`src/assert_macros.svh`:
```
`ifndef ASSERT_MACROS_SVH
`define ASSERT_MACROS_SVH

// Concurrent check sampled on the rising clock edge, off while reset is held.
`define PLE_ASSERT(lbl, clk, rst_n, prop) \
  lbl: assert property (@(posedge clk) disable iff (!rst_n) (prop)) \
    else $error("positional list check failed");

// Implication check: the consequent must hold in the cycle after the antecedent.
`define PLE_ASSERT_NEXT(lbl, clk, rst_n, ante, cons) \
  lbl: assert property (@(posedge clk) disable iff (!rst_n) (ante) |=> (cons)) \
    else $error("positional list sequencing check failed");

`endif

```
`src/ple_pkg.sv`:
```
`default_nettype none

package ple_pkg;

  // Default build values for the list storage.
  localparam int unsigned DEPTH_DEF   = 16;
  localparam int unsigned ENTRY_W_DEF = 32;

  // Fixed field widths of the request and result transactions.
  localparam int unsigned REQ_W   = 2;
  localparam int unsigned POS_W   = 5;
  localparam int unsigned VAL_W   = 32;
  localparam int unsigned STAT_W  = 2;
  localparam int unsigned FOUND_W = 4;
  localparam int unsigned COUNT_W = 5;

  typedef enum logic [REQ_W-1:0] {
    REQ_INSERT = 2'd0,
    REQ_REMOVE = 2'd1,
    REQ_READ   = 2'd2,
    REQ_FIND   = 2'd3
  } req_e;

  typedef enum logic [STAT_W-1:0] {
    ST_OK       = 2'd0,
    ST_RANGE    = 2'd1,
    ST_FULL     = 2'd2,
    ST_NOTFOUND = 2'd3
  } status_e;

  typedef enum logic [3:0] {
    S_IDLE,
    S_FETCH,
    S_FETCH_WAIT,
    S_SHIFT_RD,
    S_SHIFT_WR,
    S_INS_WR,
    S_FIND_RD,
    S_FIND_CMP,
    S_DONE
  } state_e;

endpackage

`default_nettype wire

```
`src/ple_store.sv`:
```
`default_nettype none

// Entry storage: one write port and one read port with registered read data.
module ple_store #(
  parameter int unsigned DEPTH       = ple_pkg::DEPTH_DEF,
  parameter int unsigned ENTRY_WIDTH = ple_pkg::ENTRY_W_DEF,
  localparam int unsigned AW         = $clog2(DEPTH)
) (
  input  wire logic                   clk_i,
  input  wire logic                   we_i,
  input  wire logic [AW-1:0]          waddr_i,
  input  wire logic [ENTRY_WIDTH-1:0] wdata_i,
  input  wire logic [AW-1:0]          raddr_i,
  output logic      [ENTRY_WIDTH-1:0] rdata_o
);

  logic [ENTRY_WIDTH-1:0] mem [DEPTH];

  // Write port.
  always_ff @(posedge clk_i) begin
    if (we_i) begin
      mem[waddr_i] <= wdata_i;
    end
  end

  // Read port, data registered and valid in the cycle after the address.
  always_ff @(posedge clk_i) begin
    rdata_o <= mem[raddr_i];
  end

endmodule

`default_nettype wire

```
`src/positional_list_engine_top.sv`:
```
// Positional list engine: an ordered list of up to DEPTH entries.
// Request channel: req_type_i, position_i and value_i are taken as one
// transaction at a rising edge where start_i is high and busy_o is low.
// Request kinds are insert at a position, remove at a position, read at a
// position and find the first position that holds a value.
// Result channel: done_o is high for exactly one cycle, and status_o, data_o,
// found_index_o, count_o and empty_res_o hold the result in that cycle.
// The receiver cannot hold a result off; busy_o stays high through done_o.
// Each request is worked by the sequencer: the entry store has one read port
// with registered data and one write port, and each shifted entry takes a
// read step and then a write step; a find compares one entry at a time
// through one shared comparator. One request is in flight at a time; the
// next can be taken in the cycle after done_o.
// Reset empties the list at once; entry contents are not cleared.
`default_nettype none

module positional_list_engine_top #(
  parameter int unsigned DEPTH       = ple_pkg::DEPTH_DEF,
  parameter int unsigned ENTRY_WIDTH = ple_pkg::ENTRY_W_DEF
) (
  input  wire logic                          clk_i,
  input  wire logic                          rst_ni,
  input  wire logic                          start_i,
  output logic                               busy_o,
  input  wire logic [ple_pkg::REQ_W-1:0]     req_type_i,
  input  wire logic [ple_pkg::POS_W-1:0]     position_i,
  input  wire logic [ple_pkg::VAL_W-1:0]     value_i,
  output logic                               done_o,
  output logic      [ple_pkg::STAT_W-1:0]    status_o,
  output logic      [ple_pkg::VAL_W-1:0]     data_o,
  output logic      [ple_pkg::FOUND_W-1:0]   found_index_o,
  output logic      [ple_pkg::COUNT_W-1:0]   count_o,
  output logic                               empty_res_o
);

`include "assert_macros.svh"

  localparam int unsigned AW   = $clog2(DEPTH);
  localparam int unsigned CW   = $clog2(DEPTH + 1);
  localparam int unsigned CMPW = (CW > ple_pkg::POS_W) ? CW : ple_pkg::POS_W;

  ple_pkg::state_e  state_q, state_d;
  ple_pkg::req_e    op_q, op_d;
  ple_pkg::status_e status_q, status_d;

  logic [CW-1:0]                 occ_q, occ_d;
  logic [CW-1:0]                 idx_q, idx_d;
  logic [CW-1:0]                 pos_q, pos_d;
  logic [ENTRY_WIDTH-1:0]        val_q, val_d;
  logic [ple_pkg::VAL_W-1:0]     data_q, data_d;
  logic [ple_pkg::FOUND_W-1:0]   found_q, found_d;

  logic                   mem_we;
  logic [AW-1:0]          mem_waddr;
  logic [ENTRY_WIDTH-1:0] mem_wdata;
  logic [AW-1:0]          mem_raddr;
  logic [ENTRY_WIDTH-1:0] mem_rdata;

  logic [ENTRY_WIDTH-1:0]    val_in;
  logic [ple_pkg::VAL_W-1:0] rd_wide;
  logic [CW-1:0]             idx_step;
  logic                      shift_up;
  logic                      shift_more;
  logic                      entry_hit;
  logic                      accept;
  logic                      ins_range;
  logic                      acc_range;
  logic                      list_full;

  // Fit the incoming value to the entry width, and the stored entry to the data port.
  for (genvar b = 0; b < ENTRY_WIDTH; b++) begin : g_val
    if (b < ple_pkg::VAL_W) begin : g_bit
      assign val_in[b] = value_i[b];
    end else begin : g_zero
      assign val_in[b] = 1'b0;
    end
  end

  for (genvar b = 0; b < ple_pkg::VAL_W; b++) begin : g_rd
    if (b < ENTRY_WIDTH) begin : g_bit
      assign rd_wide[b] = mem_rdata[b];
    end else begin : g_zero
      assign rd_wide[b] = 1'b0;
    end
  end

  ple_store #(
    .DEPTH       (DEPTH),
    .ENTRY_WIDTH (ENTRY_WIDTH)
  ) u_store (
    .clk_i   (clk_i),
    .we_i    (mem_we),
    .waddr_i (mem_waddr),
    .wdata_i (mem_wdata),
    .raddr_i (mem_raddr),
    .rdata_o (mem_rdata)
  );

  // Request checks against the current occupancy.
  assign accept    = start_i && (state_q == ple_pkg::S_IDLE);
  assign ins_range = CMPW'(position_i) > CMPW'(occ_q);
  assign acc_range = CMPW'(position_i) >= CMPW'(occ_q);
  assign list_full = occ_q == CW'(DEPTH);

  // Shared index stepper: inserts walk down from the tail, everything else walks up.
  assign shift_up   = op_q == ple_pkg::REQ_INSERT;
  assign idx_step   = shift_up ? (idx_q - CW'(1)) : (idx_q + CW'(1));
  assign shift_more = shift_up ? (idx_q > pos_q) : (idx_step < occ_q);
  assign entry_hit  = mem_rdata == val_q;

  // Next state.
  always_comb begin
    state_d = state_q;
    unique case (state_q)
      ple_pkg::S_IDLE: begin
        if (start_i) begin
          unique case (ple_pkg::req_e'(req_type_i))
            ple_pkg::REQ_INSERT: begin
              state_d = (ins_range || list_full) ? ple_pkg::S_DONE : ple_pkg::S_SHIFT_RD;
            end
            ple_pkg::REQ_REMOVE,
            ple_pkg::REQ_READ: begin
              state_d = acc_range ? ple_pkg::S_DONE : ple_pkg::S_FETCH;
            end
            ple_pkg::REQ_FIND: begin
              state_d = ple_pkg::S_FIND_RD;
            end
            default: state_d = ple_pkg::S_IDLE;
          endcase
        end
      end
      ple_pkg::S_FETCH:      state_d = ple_pkg::S_FETCH_WAIT;
      ple_pkg::S_FETCH_WAIT: begin
        state_d = (op_q == ple_pkg::REQ_READ) ? ple_pkg::S_DONE : ple_pkg::S_SHIFT_RD;
      end
      ple_pkg::S_SHIFT_RD: begin
        priority if (shift_more) begin
          state_d = ple_pkg::S_SHIFT_WR;
        end else if (shift_up) begin
          state_d = ple_pkg::S_INS_WR;
        end else begin
          state_d = ple_pkg::S_DONE;
        end
      end
      ple_pkg::S_SHIFT_WR:   state_d = ple_pkg::S_SHIFT_RD;
      ple_pkg::S_INS_WR:     state_d = ple_pkg::S_DONE;
      ple_pkg::S_FIND_RD: begin
        state_d = (idx_q < occ_q) ? ple_pkg::S_FIND_CMP : ple_pkg::S_DONE;
      end
      ple_pkg::S_FIND_CMP: begin
        state_d = entry_hit ? ple_pkg::S_DONE : ple_pkg::S_FIND_RD;
      end
      ple_pkg::S_DONE:       state_d = ple_pkg::S_IDLE;
      default:               state_d = ple_pkg::S_IDLE;
    endcase
  end

  // Datapath and store control for each sequencer step.
  always_comb begin
    op_d      = op_q;
    status_d  = status_q;
    occ_d     = occ_q;
    idx_d     = idx_q;
    pos_d     = pos_q;
    val_d     = val_q;
    data_d    = data_q;
    found_d   = found_q;
    mem_we    = 1'b0;
    mem_waddr = idx_q[AW-1:0];
    mem_wdata = mem_rdata;
    mem_raddr = idx_q[AW-1:0];

    unique case (state_q)
      ple_pkg::S_IDLE: begin
        if (accept) begin
          op_d     = ple_pkg::req_e'(req_type_i);
          pos_d    = CW'(position_i);
          val_d    = val_in;
          data_d   = '0;
          found_d  = '0;
          status_d = ple_pkg::ST_OK;
          idx_d    = CW'(position_i);
          unique case (ple_pkg::req_e'(req_type_i))
            ple_pkg::REQ_INSERT: begin
              idx_d = occ_q;
              priority if (ins_range) begin
                status_d = ple_pkg::ST_RANGE;
              end else if (list_full) begin
                status_d = ple_pkg::ST_FULL;
              end
            end
            ple_pkg::REQ_REMOVE,
            ple_pkg::REQ_READ: begin
              if (acc_range) begin
                status_d = ple_pkg::ST_RANGE;
              end
            end
            ple_pkg::REQ_FIND: begin
              idx_d = '0;
            end
            default: status_d = ple_pkg::ST_OK;
          endcase
        end
      end
      ple_pkg::S_FETCH: begin
        mem_raddr = idx_q[AW-1:0];
      end
      ple_pkg::S_FETCH_WAIT: begin
        data_d = rd_wide;
      end
      ple_pkg::S_SHIFT_RD: begin
        // Fetch the neighbor that moves into the current slot.
        mem_raddr = idx_step[AW-1:0];
        if (!shift_more && !shift_up) begin
          occ_d = occ_q - CW'(1);
        end
      end
      ple_pkg::S_SHIFT_WR: begin
        mem_we    = 1'b1;
        mem_waddr = idx_q[AW-1:0];
        mem_wdata = mem_rdata;
        idx_d     = idx_step;
      end
      ple_pkg::S_INS_WR: begin
        mem_we    = 1'b1;
        mem_waddr = pos_q[AW-1:0];
        mem_wdata = val_q;
        occ_d     = occ_q + CW'(1);
      end
      ple_pkg::S_FIND_RD: begin
        mem_raddr = idx_q[AW-1:0];
        if (idx_q >= occ_q) begin
          status_d = ple_pkg::ST_NOTFOUND;
        end
      end
      ple_pkg::S_FIND_CMP: begin
        if (entry_hit) begin
          found_d = ple_pkg::FOUND_W'(idx_q);
        end else begin
          idx_d = idx_step;
        end
      end
      ple_pkg::S_DONE: begin
        mem_we = 1'b0;
      end
      default: mem_we = 1'b0;
    endcase
  end

  // Control registers.
  always_ff @(posedge clk_i or negedge rst_ni) begin
    if (!rst_ni) begin
      state_q <= ple_pkg::S_IDLE;
      occ_q   <= '0;
    end else begin
      state_q <= state_d;
      occ_q   <= occ_d;
    end
  end

  // Payload registers.
  always_ff @(posedge clk_i) begin
    op_q     <= op_d;
    status_q <= status_d;
    idx_q    <= idx_d;
    pos_q    <= pos_d;
    val_q    <= val_d;
    data_q   <= data_d;
    found_q  <= found_d;
  end

  // Result transaction.
  assign busy_o        = state_q != ple_pkg::S_IDLE;
  assign done_o        = state_q == ple_pkg::S_DONE;
  assign status_o      = status_q;
  assign data_o        = data_q;
  assign found_index_o = found_q;
  assign count_o       = ple_pkg::COUNT_W'(occ_q);
  assign empty_res_o   = occ_q == '0;

  // Occupancy never goes past the capacity.
  `PLE_ASSERT(a_occ_bound, clk_i, rst_ni, occ_q <= CW'(DEPTH))
  // The list size only moves while a request is being worked on.
  `PLE_ASSERT_NEXT(a_occ_idle, clk_i, rst_ni, !busy_o, $stable(occ_q))
  // A full report means the list really is at capacity.
  `PLE_ASSERT(a_full_cnt, clk_i, rst_ni, !(done_o && status_o == ple_pkg::ST_FULL) || list_full)
  // A failed request returns no data and no index.
  `PLE_ASSERT(a_err_zero, clk_i, rst_ni, !(done_o && status_o != ple_pkg::ST_OK) || (data_o == '0 && found_index_o == '0))

endmodule

`default_nettype wire
```
`config.mk`:
```
export PLATFORM = sky130hd
export DESIGN_NAME = positional_list_engine_top
export DESIGN_NICKNAME = d
export VERILOG_FILES = /design/src/ple_pkg.sv /design/src/ple_store.sv /design/src/positional_list_engine_top.sv
export VERILOG_INCLUDE_DIRS = /design/src /design/src/src
export SDC_FILE = /design/constraint.sdc
export NUM_CORES = 1
export LEC_CHECK = 0
export BUFFER_PORTS_ARGS = -buffer_cell sky130_fd_sc_hd__buf_2
export CAP_MARGIN = 20
export CORE_UTILIZATION = 55
export DETAILED_ROUTE_END_ITERATION = 8
export HOLD_SLACK_MARGIN = 0.08
export PLACE_DENSITY_LB_ADDON = 0.12
export SLEW_MARGIN = 20
export SYNTH_ARGS = -nofsm -noshare
export SYNTH_HDL_FRONTEND = slang
export SYNTH_SLANG_ARGS = --single-unit
```
`constraint.sdc`:
```
create_clock -name clk_i -period 7.4 [get_ports clk_i]
set_input_delay 0.37 -clock clk_i [delete_from_list [all_inputs] [get_ports clk_i]]
set_output_delay 0.37 -clock clk_i [all_outputs]
set_load 0.005 [all_outputs]
```
==> results_dict.tcl <==
set metrics [dict create \
    outcome "finished clean" \
    root_buffer "clkbuf_16" \
    die_w_um 221 \
    setup_slack_ns 3.17 \
    synth_cell_type_count 64 \
    cp_max_fo 77 \
    dp_hpwl_mm 38.2 \
    hold_viol_final 0 \
    rsz0062_at_grt "false" \
    multi_input_area_um2 7300 \
    arrival_ns 4.74 \
    h-tree-depth 3 \
    postRouteAntennaNets 0 \
    cts_resized 0 \
    dp_worst_setup_slack_ns 3.22 \
    max_freq_mhz 236 \
    drt_wl_total_mm 70.1 \
    tns_ns 0 \
    drt-wirelength-per-cell_um 26.8 \
    timing.final.crit_share_pct 57.2 \
    drive_above_1_share_pct 12.5 \
    routed-wl-met2_mm 33.0 \
    cp_cell_sequence "buf_4 -> nand2b_1 -> buf_4 -> nor2_1 -> a31oi_4 -> buf_4 -> o22ai_1 -> or3_1 -> a31oi_1" \
    synth_edf_count 594 \
    synth_most_common_cell "edfxtp_1" \
    synth_area_leader_cell "edfxtp_1" \
    synthTopCellsByArea "edfxtp_1, or3_1, o22ai_1" \
    avgSynthCellArea_um2 14.1 \
    hold_path_class "input pin to asynchronous set/reset pin" \
    clock_sinks 635 \
    cts_tree "done" \
    synthFlopType "edfxtp_1" \
    start_util_pct 55.6 \
    final_area_um2 30100 \
    cpMostUsedCell "buf_4" \
    slew_viol_final 0 \
    viasPerCell 6.63 \
    core_area_um2 47600 \
    fin_nets 2027 \
    placed_cell_area_um2 27600 \
    power_w 0.0123 \
    synth_top_area_share_pct 67.4 \
    p_leak_nw 9.84 \
    finalSetupViolCount 0 \
    startpoint_type "register" \
    syn_area_um2 26500 \
    wl_met3_mm 6.01 \
    hold_ws_ns 0.190 \
    port-buffer-count 87 \
    cts.path.max_buffers 3 \
    cts_buffers 66 \
    synth_common_cells "edfxtp_1, clkbuf_1, or3_1" \
    antenna_found_initial 1 \
    slowest_delay_ns 0.93 \
    rows 80 \
    fin_skew_ns 0.0197 \
    seqCellArea_um2 18700 \
    syn_inst 1873 \
    path_class "register to register" \
    relSlewSlack_pct 28.0 \
    met1_length_mm 28.5 \
    gr-usage-all-layers_pct 28.6 \
    grt_pass1_vias 17000 \
    die_h_um 221 \
    ys_async_sr_fraction_pct 1.42 \
    post_cts_buffers 0 \
    cp_data_required_time_ns 7.90 \
    first_iter_violations 1845 \
    yosys_warnings 0 \
    vias 17400 \
    insertion_delay_ns 0.59 \
    overflow 0 \
    antennaDiodeCount 0 \
    synth-seq-area-share_pct 70.6 \
    io_pins 88 \
    highest_layer "met4" \
    drt-pass1-iter-count 8 \
    crit_path_end_kind "register" \
    die_area_um2 49000 \
    powerDensity_nw_per_um2 409 \
    maxCapViolCount 0 \
    grt_pass1_wl_mm 104 \
    remaining_drc_errors 0 \
    grt_max_degree 205 \
    tightest_slew_ns 1.08 \
    syn_to_final_growth_pct 13.6 \
    clk_pin_slew_ns 0.06 \
    place.gp.congestion 0.818 \
    synth-seq-cells 635 \
    min_period_ns 4.23 \
    peakVddDrop_mv 0.261 \
    fillerInstances 3424 \
    cpMaxStageDelayCell "buf_4" \
    syn_nets 1944 \
]
-- worst paths after layout --
kind,depth (start not counted),slack [ns],to,from
setup / recovery,9,3.17,u_store.rdata_o[21],idx_q[0]
hold / removal,2,0.19,count_o[0],rst_ni
setup reg to reg,9,3.17,u_store.rdata_o[21],idx_q[0]
hold reg to reg,1,0.56,count_o[4],count_o[4]
max in group asynchronous,2,7.01,count_o[4],rst_ni
min in group clk_i,3,0.21,state_q[2],start_i
-- report_power, final --
group,total (W),internal [W],switching (W)
clock network,0.00323,0.00189,0.00134
registers,0.00515,0.00483,0.000317
logic,0.00391,0.00127,0.00264
-- logic make-up after synthesis --
logic type / synth area share (%)
AO/OA/AOI/OAI: 12.0
XOR/XNOR: 1.36
adder cells (fa/ha/maj): 1.40
buffers and inverters: 2.62
flip-flops: 70.6
multiplexers: 0.236
AND/OR/NAND/NOR: 11.8
-- area by class of cell --
type                       instances  area share [%]
sequential                       635            62.2
clock buffer                      99            6.34
inverter                          21           0.262
multi-input combinational       1068            24.3
clock inverter                    18           0.582
tap                              615            2.56
timing repair buffer             164            3.83
-- layout by cell type (no fill, tap or decap), types with 32 or more instances in the layout --
| cell | count |
|---|---|
| a311oi_1 | 32 |
| a31oi_1 | 38 |
| o22a_1 | 62 |
| and2_1 | 34 |
| nor3_1 | 44 |
| xor2_1 | 33 |
| nor4_1 | 41 |
| dlygate4sd3_1 | 40 |
| dfxtp_1 | 32 |
| or3_1 | 128 |
| o22ai_1 | 125 |
| nand2_1 | 113 |
| clkbuf_16 | 68 |
| o311ai_0 | 62 |
| o21ai_0 | 55 |
| buf_4 | 34 |
| nor3b_1 | 66 |
| edfxtp_1 | 594 |
| buf_2 | 87 |
-- routing by layer --
layer	vias to the layer above	GRT usage, %
li1	7667	-
met4	0	13.3
met1	8692	38.5
met2	820	45.4
met3	180	5.17
met5	-	0
-- worst max-delay path, delay by kind of cell (launching register included) --
kind	cells	cell delay, ns
AND/OR/NAND/NOR	3	0.71
AO/OA/AOI/OAI	3	0.97
flip-flops	1	0.40
buffers and inverters	3	2.00
-- sequential cells by signal, summed over array words and instances (netlist names) --
register         count
data_o              32
u_store.rdata_o     32
pos_q                5
found_index_o        4
count_o              5
idx_q                5
val_q               32
state_q              4
u_store.mem        512
op_q                 2
status_o             2
-- stage by stage --
stage | std cells | utilization [%]
after floorplan | 1873 | -
after global placement | 2463 | 57.9
after detailed placement | 2463 | 57.9
after CTS | 2620 | 63.1
after global routing | 2620 | 63.1
final | 2620 | 63.1
-- repair_timing --
action,CTS,global route
endpoints found under the hold margin,48,0
setup endpoints to repair,0,0
hold buffers,40,0
No activity file was read; power rests on OpenSTA's default activity.
